**src/design/ssc_pkg.sv**
```systemverilog
// shared types, constants and helper functions of the substring occurrence scanner
`default_nettype none

package ssc_pkg;

    localparam int NEEDLE_MAX_DEF = 32;
    localparam int TEXT_MAX       = 16777216;
    localparam int POS_W          = 25;
    localparam int START_W        = 24;
    localparam int CNT_W          = 25;
    localparam int LEN_W          = 6;
    localparam int CFG_W          = 64;
    localparam int CFG_IDX_W      = 3;
    localparam int NEEDLE_REGS    = 4;
    localparam int NEEDLE_BYTES   = 32;
    localparam int NB_IDX_W       = 5;
    localparam int RES_MAX        = 3;
    localparam int PUSH_W         = 2;
    localparam int OUT_DEPTH      = 8;
    localparam int OUT_PTR_W      = 3;
    localparam int OUT_LVL_W      = 4;

    typedef logic [7:0] t_byte;

    localparam t_byte CH_DIGIT_0 = 8'h30;
    localparam t_byte CH_DIGIT_9 = 8'h39;
    localparam t_byte CH_UPPER_A = 8'h41;
    localparam t_byte CH_UPPER_Z = 8'h5A;
    localparam t_byte CH_LOWER_A = 8'h61;
    localparam t_byte CH_LOWER_Z = 8'h7A;
    localparam t_byte CH_UNDER   = 8'h5F;
    localparam t_byte CASE_GAP   = 8'h20;

    typedef enum logic [CFG_IDX_W-1:0] {
        CFG_NEEDLE_0   = 3'd0,
        CFG_NEEDLE_1   = 3'd1,
        CFG_NEEDLE_2   = 3'd2,
        CFG_NEEDLE_3   = 3'd3,
        CFG_NEEDLE_LEN = 3'd4,
        CFG_WHOLE_WORD = 3'd5,
        CFG_EXACT_CASE = 3'd6
    } t_cfg_idx;

    localparam logic KIND_OCC = 1'b0;
    localparam logic KIND_SUM = 1'b1;

    typedef struct packed {
        logic eq_here;
        logic eq_prev;
        logic word;
    } t_cell_flags;

    typedef struct packed {
        logic               kind;
        logic [START_W-1:0] match_start;
        logic [POS_W-1:0]   match_end;
        logic [CNT_W-1:0]   match_count;
        logic               last;
    } t_res;

    function automatic t_byte fold(input t_byte c, input logic exact);
        t_byte r;
        r = c;
        if (!exact && c >= CH_UPPER_A && c <= CH_UPPER_Z) begin
            r = c + CASE_GAP;
        end
        return r;
    endfunction

    function automatic logic is_word(input t_byte c);
        return (c >= CH_DIGIT_0 && c <= CH_DIGIT_9) ||
               (c >= CH_UPPER_A && c <= CH_UPPER_Z) ||
               (c >= CH_LOWER_A && c <= CH_LOWER_Z) ||
               (c == CH_UNDER);
    endfunction

endpackage

`default_nettype wire

```
**src/design/ssc_cell.sv**
```systemverilog
// one window cell: holds a text byte and a needle byte, compares against both alignments
`default_nettype none

module ssc_cell (
    input  logic                  i_clk,
    input  logic                  i_shift,
    input  ssc_pkg::t_byte        i_byte_in,
    input  ssc_pkg::t_byte        i_need,
    input  ssc_pkg::t_byte        i_need_prev,
    input  logic                  i_exact_case,
    output ssc_pkg::t_byte        o_byte,
    output ssc_pkg::t_byte        o_need,
    output ssc_pkg::t_cell_flags  o_flags
);
    import ssc_pkg::*;

    t_byte r_byte;
    t_byte r_need;
    t_byte w_text;

    always_ff @(posedge i_clk) begin
        if (i_shift) begin
            r_byte <= i_byte_in;
        end
        r_need <= i_need;
    end

    assign w_text          = fold(r_byte, i_exact_case);
    assign o_byte          = r_byte;
    assign o_need          = r_need;
    // eq_prev compares against the neighbor's needle byte: candidate ending one byte back
    assign o_flags.eq_here = (w_text == fold(r_need, i_exact_case));
    assign o_flags.eq_prev = (w_text == fold(i_need_prev, i_exact_case));
    assign o_flags.word    = is_word(r_byte);

endmodule

`default_nettype wire

```
**src/design/ssc_out_fifo.sv**
```systemverilog
// result queue: takes up to three items per cycle, hands out one per cycle while i_stall is low
`default_nettype none

module ssc_out_fifo (
    input  logic                          i_clk,
    input  logic                          i_rst_n,
    input  ssc_pkg::t_res                 i_slot [ssc_pkg::RES_MAX],
    input  logic [ssc_pkg::PUSH_W-1:0]    i_push_n,
    output logic [ssc_pkg::OUT_LVL_W-1:0] o_level,
    output logic                          o_valid,
    input  logic                          i_stall,
    output ssc_pkg::t_res                 o_res
);
    import ssc_pkg::*;

    t_res                 r_mem [OUT_DEPTH];
    logic [OUT_PTR_W-1:0] r_head;
    logic [OUT_PTR_W-1:0] r_tail;
    logic [OUT_LVL_W-1:0] r_level;
    logic                 w_pop;

    assign o_valid = (r_level != '0);
    assign w_pop   = o_valid && !i_stall;
    assign o_res   = r_mem[r_head];
    assign o_level = r_level;

    always_ff @(posedge i_clk) begin
        for (int i = 0; i < RES_MAX; i++) begin
            if (PUSH_W'(i) < i_push_n) begin
                r_mem[r_tail + OUT_PTR_W'(i)] <= i_slot[i];
            end
        end
    end

    always_ff @(posedge i_clk) begin
        if (!i_rst_n) begin
            r_head  <= '0;
            r_tail  <= '0;
            r_level <= '0;
        end else begin
            r_tail  <= r_tail + OUT_PTR_W'(i_push_n);
            r_head  <= r_head + OUT_PTR_W'(w_pop);
            r_level <= r_level + OUT_LVL_W'(i_push_n) - OUT_LVL_W'(w_pop);
        end
    end

endmodule

`default_nettype wire

```
**src/design/substring_occurrence_scanner.sv**
```systemverilog
// top level: config registers, window cell row, candidate decision and result queue
// Usage: text bytes enter on i_valid/o_stall with i_last_byte set on the final byte of a
// text; result items leave on o_valid/i_stall. An item is taken at a clock edge where
// valid is high and stall is low. Configuration is written through i_cfg_we,
// i_cfg_index and i_cfg_data while the block is idle.
// Throughput is one text byte per cycle while o_stall is low: the byte shifts into a row of
// window cells and both candidate alignments are compared across all cells in the following cycle.
// Results of a byte are written to the result queue at the edge after the byte is accepted,
// and leave the queue in order on o_valid.
// A byte gives at most one occurrence item; a final byte gives up to two occurrences
// plus the summary item, which leave one per cycle while i_stall is low through an eight-entry result queue.
// o_stall rises when that queue may not hold the results of the bytes in flight, so a
// stalled receiver holds o_valid and the result fields steady and back-pressures input;
// a final byte that queues three items can hold off the next input byte.
// Synchronous reset empties the queue, clears offsets and counts and restores the
// configuration defaults; no clearing pass is needed and bytes are taken right after.

`default_nettype none

module substring_occurrence_scanner #(
    parameter int NEEDLE_MAX = ssc_pkg::NEEDLE_MAX_DEF
) (
    input  logic                          i_clk,
    input  logic                          i_rst_n,
    input  logic                          i_valid,
    output logic                          o_stall,
    input  logic [7:0]                    i_text_byte,
    input  logic                          i_last_byte,
    output logic                          o_valid,
    input  logic                          i_stall,
    output logic                          o_kind,
    output logic [ssc_pkg::START_W-1:0]   o_match_start,
    output logic [ssc_pkg::POS_W-1:0]     o_match_end,
    output logic [ssc_pkg::CNT_W-1:0]     o_match_count,
    output logic                          o_last,
    input  logic                          i_cfg_we,
    input  logic [ssc_pkg::CFG_IDX_W-1:0] i_cfg_index,
    input  logic [ssc_pkg::CFG_W-1:0]     i_cfg_data
);
    import ssc_pkg::*;

    localparam int WIN  = NEEDLE_MAX + 2;
    localparam int IW   = LEN_W + 1;
    localparam int SUMW = POS_W + 1;
    localparam logic [POS_W-1:0] TEXT_LIM = POS_W'(TEXT_MAX);

    // configuration
    logic [CFG_W-1:0] r_needle [NEEDLE_REGS];
    logic [LEN_W-1:0] r_len;
    logic             r_whole_word;
    logic             r_exact_case;

    // input side
    logic [POS_W-1:0] r_pos;
    logic             w_accept;
    logic             w_took;

    // decide stage
    logic             r_v1;
    logic             r_took;
    logic             r_fin;
    logic [POS_W-1:0] r_p;
    logic [POS_W-1:0] r_n;
    logic [POS_W-1:0] r_floor;
    logic [CNT_W-1:0] r_found;

    t_byte       w_needle [NEEDLE_BYTES];
    t_byte       w_cbyte  [WIN];
    t_byte       w_cneed  [WIN];
    t_cell_flags w_flags  [WIN];
    logic [WIN-1:0] w_eq_here;
    logic [WIN-1:0] w_eq_prev;
    logic [WIN-1:0] w_word;
    logic [WIN-1:0] w_mask1;
    logic [WIN-1:0] w_mask2;
    logic [WIN-1:0] w_lsel1;
    logic [WIN-1:0] w_lsel2;

    logic             w_usable;
    logic             w_m1;
    logic             w_m2;
    logic             w_wl1;
    logic             w_wl2;
    logic [SUMW-1:0]  w_lim1;
    logic [SUMW-1:0]  w_lim2;
    logic [POS_W-1:0] w_start1;
    logic [POS_W-1:0] w_start2;
    logic             w_acc1;
    logic             w_acc2;
    logic [CNT_W-1:0] w_found1;
    logic [CNT_W-1:0] w_found2;
    logic [POS_W-1:0] w_floor1;
    t_res             w_res1;
    t_res             w_res2;
    t_res             w_res_sum;
    t_res             w_slot [RES_MAX];
    logic [PUSH_W-1:0] w_push_n;

    logic [OUT_LVL_W-1:0] w_level;
    logic [OUT_LVL_W:0]   w_need_room;
    t_res                 w_out;

    // configuration writes
    always_ff @(posedge i_clk) begin
        if (!i_rst_n) begin
            for (int i = 0; i < NEEDLE_REGS; i++) begin
                r_needle[i] <= '0;
            end
            r_len        <= '0;
            r_whole_word <= 1'b0;
            r_exact_case <= 1'b1;
        end else if (i_cfg_we) begin
            case (i_cfg_index)
                CFG_NEEDLE_0:   r_needle[0]  <= i_cfg_data;
                CFG_NEEDLE_1:   r_needle[1]  <= i_cfg_data;
                CFG_NEEDLE_2:   r_needle[2]  <= i_cfg_data;
                CFG_NEEDLE_3:   r_needle[3]  <= i_cfg_data;
                CFG_NEEDLE_LEN: r_len        <= i_cfg_data[LEN_W-1:0];
                CFG_WHOLE_WORD: r_whole_word <= i_cfg_data[0];
                CFG_EXACT_CASE: r_exact_case <= i_cfg_data[0];
                default: begin
                end
            endcase
        end
    end

    for (genvar k = 0; k < NEEDLE_BYTES; k++) begin : g_nb
        assign w_needle[k] = r_needle[k / 8][(k % 8) * 8 +: 8];
    end

    // room for the results of the byte in the decide stage and of a new one
    assign w_need_room = (OUT_LVL_W + 1)'(w_level) +
                         (r_v1 ? (OUT_LVL_W + 1)'(RES_MAX) : '0) +
                         (OUT_LVL_W + 1)'(RES_MAX);
    assign o_stall  = (w_need_room > (OUT_LVL_W + 1)'(OUT_DEPTH));
    assign w_accept = i_valid && !o_stall;
    assign w_took   = (r_pos < TEXT_LIM);

    always_ff @(posedge i_clk) begin
        if (!i_rst_n) begin
            r_pos <= '0;
            r_v1  <= 1'b0;
        end else begin
            r_v1 <= w_accept;
            if (w_accept) begin
                if (i_last_byte) begin
                    r_pos <= '0;
                end else if (w_took) begin
                    r_pos <= r_pos + POS_W'(1);
                end
            end
        end
    end

    always_ff @(posedge i_clk) begin
        if (w_accept) begin
            r_took <= w_took;
            r_fin  <= i_last_byte;
            r_p    <= r_pos;
            r_n    <= w_took ? r_pos + POS_W'(1) : r_pos;
        end
    end

    // window cell row, newest byte in cell 0
    for (genvar j = 0; j < WIN; j++) begin : g_cell
        t_byte w_need_in;
        t_byte w_byte_in;
        t_byte w_need_prev;

        if (j < NEEDLE_MAX) begin : g_need
            logic [LEN_W-1:0] w_idx;
            assign w_idx     = r_len - LEN_W'(j + 1);
            assign w_need_in = w_needle[w_idx[NB_IDX_W-1:0]];
        end else begin : g_pad
            assign w_need_in = '0;
        end

        if (j == 0) begin : g_head
            assign w_byte_in   = i_text_byte;
            assign w_need_prev = '0;
        end else begin : g_link
            assign w_byte_in   = w_cbyte[j - 1];
            assign w_need_prev = w_cneed[j - 1];
        end

        ssc_cell u_cell (
            .i_clk        (i_clk),
            .i_shift      (w_accept && w_took),
            .i_byte_in    (w_byte_in),
            .i_need       (w_need_in),
            .i_need_prev  (w_need_prev),
            .i_exact_case (r_exact_case),
            .o_byte       (w_cbyte[j]),
            .o_need       (w_cneed[j]),
            .o_flags      (w_flags[j])
        );

        assign w_eq_here[j] = w_flags[j].eq_here;
        assign w_eq_prev[j] = w_flags[j].eq_prev;
        assign w_word[j]    = w_flags[j].word;
        // ending at newest byte: cells 0..len-1; ending one back: cells 1..len
        assign w_mask2[j]   = (IW'(j) < {1'b0, r_len});
        assign w_mask1[j]   = (j >= 1) && (IW'(j) <= {1'b0, r_len});
        assign w_lsel2[j]   = (IW'(j) == {1'b0, r_len});
        assign w_lsel1[j]   = (IW'(j) == {1'b0, r_len} + IW'(1));
    end

    assign w_usable = (r_len != '0) && (IW'(r_len) <= IW'(NEEDLE_MAX));
    assign w_m1     = &(w_eq_prev | ~w_mask1);
    assign w_m2     = &(w_eq_here | ~w_mask2);
    assign w_wl1    = |(w_word & w_lsel1);
    assign w_wl2    = |(w_word & w_lsel2);

    // candidate ending before the newest byte, right neighbor is the newest byte
    assign w_lim1   = SUMW'(r_floor) + SUMW'(r_len);
    assign w_start1 = r_p - POS_W'(r_len);
    assign w_acc1   = r_v1 && r_took && w_usable && (SUMW'(r_p) >= w_lim1) && w_m1 &&
                      (!r_whole_word ||
                       (((w_start1 == '0) || !w_wl1) && !w_word[0]));
    assign w_found1 = (w_acc1 && r_found < CNT_W'(TEXT_MAX)) ? r_found + CNT_W'(1) : r_found;
    assign w_floor1 = w_acc1 ? r_p : r_floor;

    // candidate ending at the final byte, text edge on the right
    assign w_lim2   = SUMW'(w_floor1) + SUMW'(r_len);
    assign w_start2 = r_n - POS_W'(r_len);
    assign w_acc2   = r_v1 && r_fin && w_usable && (SUMW'(r_n) >= w_lim2) && w_m2 &&
                      (!r_whole_word || (w_start2 == '0) || !w_wl2);
    assign w_found2 = (w_acc2 && w_found1 < CNT_W'(TEXT_MAX)) ?
                      w_found1 + CNT_W'(1) : w_found1;

    assign w_res1.kind        = KIND_OCC;
    assign w_res1.match_start = w_start1[START_W-1:0];
    assign w_res1.match_end   = r_p;
    assign w_res1.match_count = w_found1;
    assign w_res1.last        = 1'b0;

    assign w_res2.kind        = KIND_OCC;
    assign w_res2.match_start = w_start2[START_W-1:0];
    assign w_res2.match_end   = r_n;
    assign w_res2.match_count = w_found2;
    assign w_res2.last        = 1'b0;

    assign w_res_sum.kind        = KIND_SUM;
    assign w_res_sum.match_start = '0;
    assign w_res_sum.match_end   = r_n;
    assign w_res_sum.match_count = w_found2;
    assign w_res_sum.last        = 1'b1;

    // pack the item's results in order into consecutive queue slots
    always_comb begin
        logic [PUSH_W-1:0] k;
        k = '0;
        for (int i = 0; i < RES_MAX; i++) begin
            w_slot[i] = w_res_sum;
        end
        if (w_acc1) begin
            w_slot[k] = w_res1;
            k = k + PUSH_W'(1);
        end
        if (w_acc2) begin
            w_slot[k] = w_res2;
            k = k + PUSH_W'(1);
        end
        if (r_v1 && r_fin) begin
            w_slot[k] = w_res_sum;
            k = k + PUSH_W'(1);
        end
        w_push_n = k;
    end

    always_ff @(posedge i_clk) begin
        if (!i_rst_n) begin
            r_floor <= '0;
            r_found <= '0;
        end else if (r_v1) begin
            if (r_fin) begin
                r_floor <= '0;
                r_found <= '0;
            end else begin
                r_floor <= w_floor1;
                r_found <= w_found1;
            end
        end
    end

    ssc_out_fifo u_out (
        .i_clk    (i_clk),
        .i_rst_n  (i_rst_n),
        .i_slot   (w_slot),
        .i_push_n (w_push_n),
        .o_level  (w_level),
        .o_valid  (o_valid),
        .i_stall  (i_stall),
        .o_res    (w_out)
    );

    assign o_kind        = w_out.kind;
    assign o_match_start = w_out.match_start;
    assign o_match_end   = w_out.match_end;
    assign o_match_count = w_out.match_count;
    assign o_last        = w_out.last;

endmodule

`default_nettype wire
```
**config.mk**
```make
export PLATFORM = sky130hd
export DESIGN_NAME = substring_occurrence_scanner
export DESIGN_NICKNAME = d
export VERILOG_FILES = /design/src/design/ssc_pkg.sv /design/src/design/ssc_cell.sv /design/src/design/ssc_out_fifo.sv /design/src/design/substring_occurrence_scanner.sv
export SDC_FILE = /design/constraint.sdc
export NUM_CORES = 2
export LEC_CHECK = 0
export BUFFER_PORTS_ARGS = -buffer_cell sky130_fd_sc_hd__buf_4
export CAP_MARGIN = 20
export CELL_PAD_IN_SITES_DETAIL_PLACEMENT = 0
export CELL_PAD_IN_SITES_GLOBAL_PLACEMENT = 2
export CORE_ASPECT_RATIO = 0.8
export CORE_MARGIN = 8
export CORE_UTILIZATION = 44
export DETAILED_ROUTE_END_ITERATION = 12
export PLACE_DENSITY_LB_ADDON = 0.1
export SETUP_SLACK_MARGIN = 0.5
export SLEW_MARGIN = 20
export SYNTH_ARGS = -nofsm -noshare
export SYNTH_HDL_FRONTEND = slang
export SYNTH_SLANG_ARGS = --single-unit
```
**constraint.sdc**
```tcl
create_clock -name i_clk -period 20.9 [get_ports i_clk]
set_input_delay 0 -clock i_clk [delete_from_list [all_inputs] [get_ports i_clk]]
set_output_delay 0 -clock i_clk [all_outputs]
set_load 0.01 [all_outputs]
```
Yosys cells after proc, flatten, opt, wreduce, memory -nomap -nowiden:

Memory sizes are Yosys's and may differ from the RTL's. A register that Yosys moved wholly into a read port is not among the register bits.
Index checks and enable logic that the tools add are counted.

* bits in registers: 674
* memory bits (writable): 864
* input bits: 81
* output and inout port bits: 78
* logic and storage cells: 1386
* memories kept: 2

Memories
* u_out.r_mem: depth 8, width 76, read ports 1, clocked after Yosys merged registers in 1, wr ports 3, RTL line ssc_out_fifo.sv:16 `t_res r_mem [OUT_DEPTH];`
* r_needle: depth 4, width 64, read ports 4, clocked after Yosys merged registers in 0, wr ports 4, RTL line substring_occurrence_scanner.sv:48 `logic [CFG_W-1:0] r_needle [NEEDLE_REGS];`

* add/subtract/negate cells: 116
* $lt $le $gt $ge: 381
* equal/unequal tests: 170
* mux-type cells: 210
* bitwise operators: 44
* reductions and logical operators: 383

Operators by type and width (count)
* $bmux 8 s5: 32
* $mux 8: 130
* $ge 8x7->1 const B: 100
* $le 8x7->1 const B: 100
* $add 8x6->8 const B: 66
* $eq 8x8->1: 64
* $bwmux 228: 2
* $mux 228: 2
* $demux 76 s2: 2
* $eq 8x7->1 const B: 34
* $ge 8x6->1 const B: 34
* $le 8x6->1 const B: 34
* $mux 64: 4
* $logic_and 1x1->1: 253
* $mux 76: 3
* $ge 6x6->1 const B: 32
* $not 5->6: 32
* $mux 25: 7
* $eq 5x7->1 const A: 16
* $logic_or 1x1->1: 106
* $eq 5x6->1 const A: 16
* $le 5x6->1 const A: 16
* $lt 5x6->1 const A: 16
* $sub 5x5->5 const B: 16
* 67 further kinds: 187

Longest topological paths before layout:

* word-level depth: 26
* depth in mapped cells: 69
* depth with buffers taken out: 61

Hierarchy:

A second synthesis with hierarchy kept.

* cell total of the unflattened synthesis: 11612
* area total of the unflattened synthesis: 114283.4 sq um

By module, submodules not included
* ssc_out_fifo: instances 1, cells an instance 4291, area each 41177.0 sq um, seq. area each 18457.7 sq um
* substring_occurrence_scanner: instances 1, cells an instance 3964, area each 38468.1 sq um, seq. area each 10930.5 sq um
* ssc_cell at g_cell[0].u_cell ...: instances 33, cells an instance 99, area each 1021.0 sq um, seq. area each 400.4 sq um
* ssc_cell at g_cell[3].u_cell: instances 1, cells an instance 90, area each 945.9 sq um, seq. area each 400.4 sq um

Least setup slack after synthesis:

No wires, ideal clock.

* path type: reg2reg
* from: register r_len[1]
* to: memory u_out.r_mem[0][0] (netlist bit) (enable)
* library setup time: 0.618 ns
* arrival: 17.227 ns
* data required time: 20.282 ns
* path slack: 3.055 ns
* stages on the path, launching flop included: 58
* buffers on the path: 9
* period minus slack after synthesis: 17.845 ns
* cell sequence: dfxtp_1 clkbuf_1 inv_1 fa_1 nor2b_1 o21ai_0 nand2b_1 a21o_1 a21o_1 and2_1 and3_1 nand3_1 xor2_1 ha_1 nand4_1 o41ai_1 a21o_1 a21oi_1 (+22 left out) ha_1 nand4_1 o311ai_0 a21oi_1 or3_1 or4_1 nor4_1 nor4b_1 o211a_1 clkbuf_1 clkbuf_1 ha_1 clkbuf_1 o21a_1 clkbuf_1 inv_1 a21o_1 o31ai_1

RTL lines
* from (decl): RTL line substring_occurrence_scanner.sv:49 `logic [LEN_W-1:0] r_len;`
* from (signal assigned): RTL line substring_occurrence_scanner.sv:118 `CFG_NEEDLE_LEN: r_len <= i_cfg_data[LEN_W-1:0];`
* to (decl): RTL line ssc_out_fifo.sv:16

==> reports/summary.txt <==
Synth top area share - 36.30%
Die Height - 437.3 um
M1 WL - 182600 um
reg2reg end - u_out.r_mem[7][59]$_SDFFCE_PP0P_
clock latency on the worst-skew pair - 0.86 ns
Design Area, Final - 109900 sq um
cts bufs inserted - 178
area leader, netlist - edfxtp_1
Psw - 4481 uW
number of setup buffers added after CTS - 0
Critical Path End Type - flop
worst r2r src - r_len[1]$_SDFFE_PN0P_
final worst slack - 4.331 ns
synthesized cell area - 97630 sq um
io pins - 159
Final Cycle Share - 79.28%
Worst R2R Setup Slack - 4.33 ns
Post-Syn Nets - 9344
Post-synth EDFFs - 1180
setup TNS - 0 ns
DRC violations left - 0
DR WL met2 - 154300 um
area of the core - 220400 sq um
Buffers on Ports - 158
top layer in use - met5
largest net degree at the start of global routing - 172
share of cells above drive strength 1 - 15.99%
Detail Placement HPWL - 303100 um
CP Max Fanout - 36
global route overflow - 0
PwrDens - 106.6 nW/um^2
clock tree buffer depth - 4
cell count after synthesis - 9018
DIE AREA - 237300 sq um
DRT antenna net count - 0
Internal Power - 7231 uW
routed len/inst - 33.16 um
H-Tree Depth - 4
initial core utilization - 44.29%
Critical Path Slowest Stage Cell - nand2_1
peak supply drop - 0.1025 mV
all-layer global routing usage - 32.98%
site row count - 154
Fin. Hold Viols - 0
routed length on met3 - 55060 um
Clock transition at path regs - 0.06 ns
drt initial violations - 12400
post-layout util - 49.86%
CTS sink cnt - 1530
total iterations of the first detailed-routing run - 6
clock root buffer - clkbuf_16
CTS tree - yes
Sw Share - 38.26%
Area Overhead vs Synth - 12.57%
WS Path Type - flop to flop
Sequential Power Share - 41.0%
syn avg cell area - 10.83 sq um
vias in the first global route - 72300
Yosys warnings - 0
HP Start - i_cfg_data[19]
ys flop type - edfxtp_1
dpl ws - 4.757 ns
Worst slew margin - 8.513%
largest cells by area after synthesis - edfxtp_1 (36%), mux4_2 (12%), dfxtp_1 (7.2%), nand2_1 (4.6%), xnor2_1 (4.5%)
Lkg Pwr - 0.03788 uW
async set-reset flop share out of synthesis - 0%
Max Clock Freq - 0.06035 GHz
via count - 79400
WP data arrival - 17.10 ns
Max Transition Viols Final - 0
initial antenna violation count - 72
Final Critical Period - 16.57 ns
status - finished clean
Hold Path Sink - r_needle[0][19]$_SDFFCE_PN0P_
dpl cell area - 102600 sq um
Placer Congestion - 1.000
Min-Delay Path Depth - 3
final net count - 9421
via density per instance - 6.487
Final setup viols - 0
worst hold path class - input port to flop
unrepaired setup endpoints after global routing - no
Startpoint Class - flop
max incr delay on CP - 0.75 ns
R2R depth - 60
clock skew - 0.03909 ns
Routed Wire Length - 405900 um
Max-Cap Viols - 0
Worst EP required - 21.43 ns
Synth Register Bits - 1530
synth unique cells - 108
post-synthesis sequential area ratio - 43.47%
Comb power frac - 31.4%
Die Width - 542.6 um
Clock power frac - 27.6%
first-pass GRT wire length - 565100 um
Slew @ Worst Pin - 1.334 ns
[flip-flops by register name, summed over array words and instances, names as in the netlist, 3 cells and up]
| register | count |
|---|---|
| u_out.r_mem | 600 |
| g_cell.u_cell.o_byte | 272 |
| g_cell.u_cell.o_need | 256 |
| r_needle | 256 |
| r_floor | 25 |
| r_found | 25 |
| r_n | 25 |
| r_p | 25 |
| r_pos | 25 |
| r_len | 6 |
| u_out.o_level | 4 |
| u_out.r_head | 3 |
| u_out.r_tail | 3 |
[kinds of logic (layout without fill, tap and decap cells)]
group           after synthesis  after routing  synth area share, %
simple gates               3062           3062                15.39
fa+ha+maj                   245            245                3.194
other cells                   0             40                    0
mux                         931            931                16.36
buf+inv                     818           1036                3.185
compound gates             1576           1576                10.64
xor+xnor                    856            856                7.765
flops                      1530           1530                43.47
[synthesized netlist by cell type, drive strengths merged, types with 139 or more instances]
cell type	n
nand3	273
ha	238
o21ai	504
o22ai	170
nand2	1194
clkbuf	499
xnor2	505
a21oi	216
mux4	519
inv	212
mux2i	284
edfxtp	1180
nor2	407
and2	310
dfxtp	350
nand4	139
nor3	202
xor2	346
[how the worst max path moves through the flow]
stage                     startpoint                                to  slack, ns  depth (start not counted)
2_1_floorplan  r_len[1]$_SDFFE_PN0P_   u_out.r_mem[0][0]$_SDFFCE_PP1P_       3.05                         57
3_3_place_gp   r_len[1]$_SDFFE_PN0P_  u_out.r_mem[7][65]$_SDFFCE_PP0P_       4.98                         57
3_5_place_dp   r_len[1]$_SDFFE_PN0P_  u_out.r_mem[5][63]$_SDFFCE_PP0P_       4.76                         58
4_1_cts        r_len[1]$_SDFFE_PN0P_  u_out.r_mem[0][62]$_SDFFCE_PP0P_       4.64                         56
5_1_grt        r_len[1]$_SDFFE_PN0P_  u_out.r_mem[5][63]$_SDFFCE_PP0P_       3.09                         60
6_report       r_len[1]$_SDFFE_PN0P_  u_out.r_mem[7][59]$_SDFFCE_PP0P_       4.33                         60
[placed cells by master (no fill, tap or decap), drive strengths merged, types with 126 or more instances in the layout]
cell type    Yosys  routed
a21oi          216     216
and2           310     310
buf            103     372
clkbuf         499     229
dfxtp          350     350
dlygate4sd3      0     126
edfxtp        1180    1180
ha             238     238
inv            212     226
mux2           128     128
mux2i          284     284
mux4           519     519
nand2         1194    1194
nand3          273     273
nand4          139     139
nor2           407     407
nor3           202     202
o21ai          504     504
o22ai          170     170
xnor2          505     505
xor2           346     346
[critical path: cells and delay by family (launching register included)]
family                     cells  cell delay (ns)
and+or+nand+nor               26             8.09
buffers and inverters          4             0.90
adders and majority gates      6             1.84
AOI/OAI and AO/OA             22             4.29
xor gates and xnor gates       2             0.35
DFF                            1             0.67
[metrics by stage]
step / instances / hold WS [ns] / power [uW]
2_1_floorplan: 9018 / 0.09887 / 6911
3_3_place_gp: 11750 / 0.1785 / 8365
3_5_place_dp: 11750 / 0.1795 / 8409
4_1_cts: 12200 / 0.0004626 / 11660
5_1_grt: 12200 / 0.03015 / 12170
6_report: 12240 / 0.04272 / 11710
[layout make-up]
cell class / instances / area, sq um
clock inverters: 93 / 869.6
flip-flops and latches: 1530 / 42470
well taps: 2964 / 3709
fillers: 19790 / 110500
clock buffers: 228 / 5039
multi-input cells: 6670 / 52820
repair buffers: 499 / 4090
inverters: 216 / 810.8
diodes: 40 / 100.1
[layer usage]
layer,GRT usage [%],up-vias
met2,42.86,4637
met4,9.010,38
met5,0,-
li1,-,34140
met1,51.18,40000
met3,11.26,598
[repair_timing]
| item | CTS | global route |
|---|---|---|
| hold buffers | 126 | 0 |
| hold endpoints to repair | 369 | 0 |
| resized for setup | 0 | 0 |
[power groups by stage]
| stage | logic (uW) | registers (uW) | clock network [uW] |
|---|---|---|---|
| 2_1_floorplan | 2500 | 4410 | 0 |
| 3_3_place_gp | 3550 | 4820 | 0 |
| 3_5_place_dp | 3580 | 4830 | 0 |
| 4_1_cts | 3610 | 4770 | 3270 |
| 5_1_grt | 3930 | 4860 | 3380 |
| 6_report | 3680 | 4810 | 3230 |
Note: power is estimated with default switching activity, not from simulation.
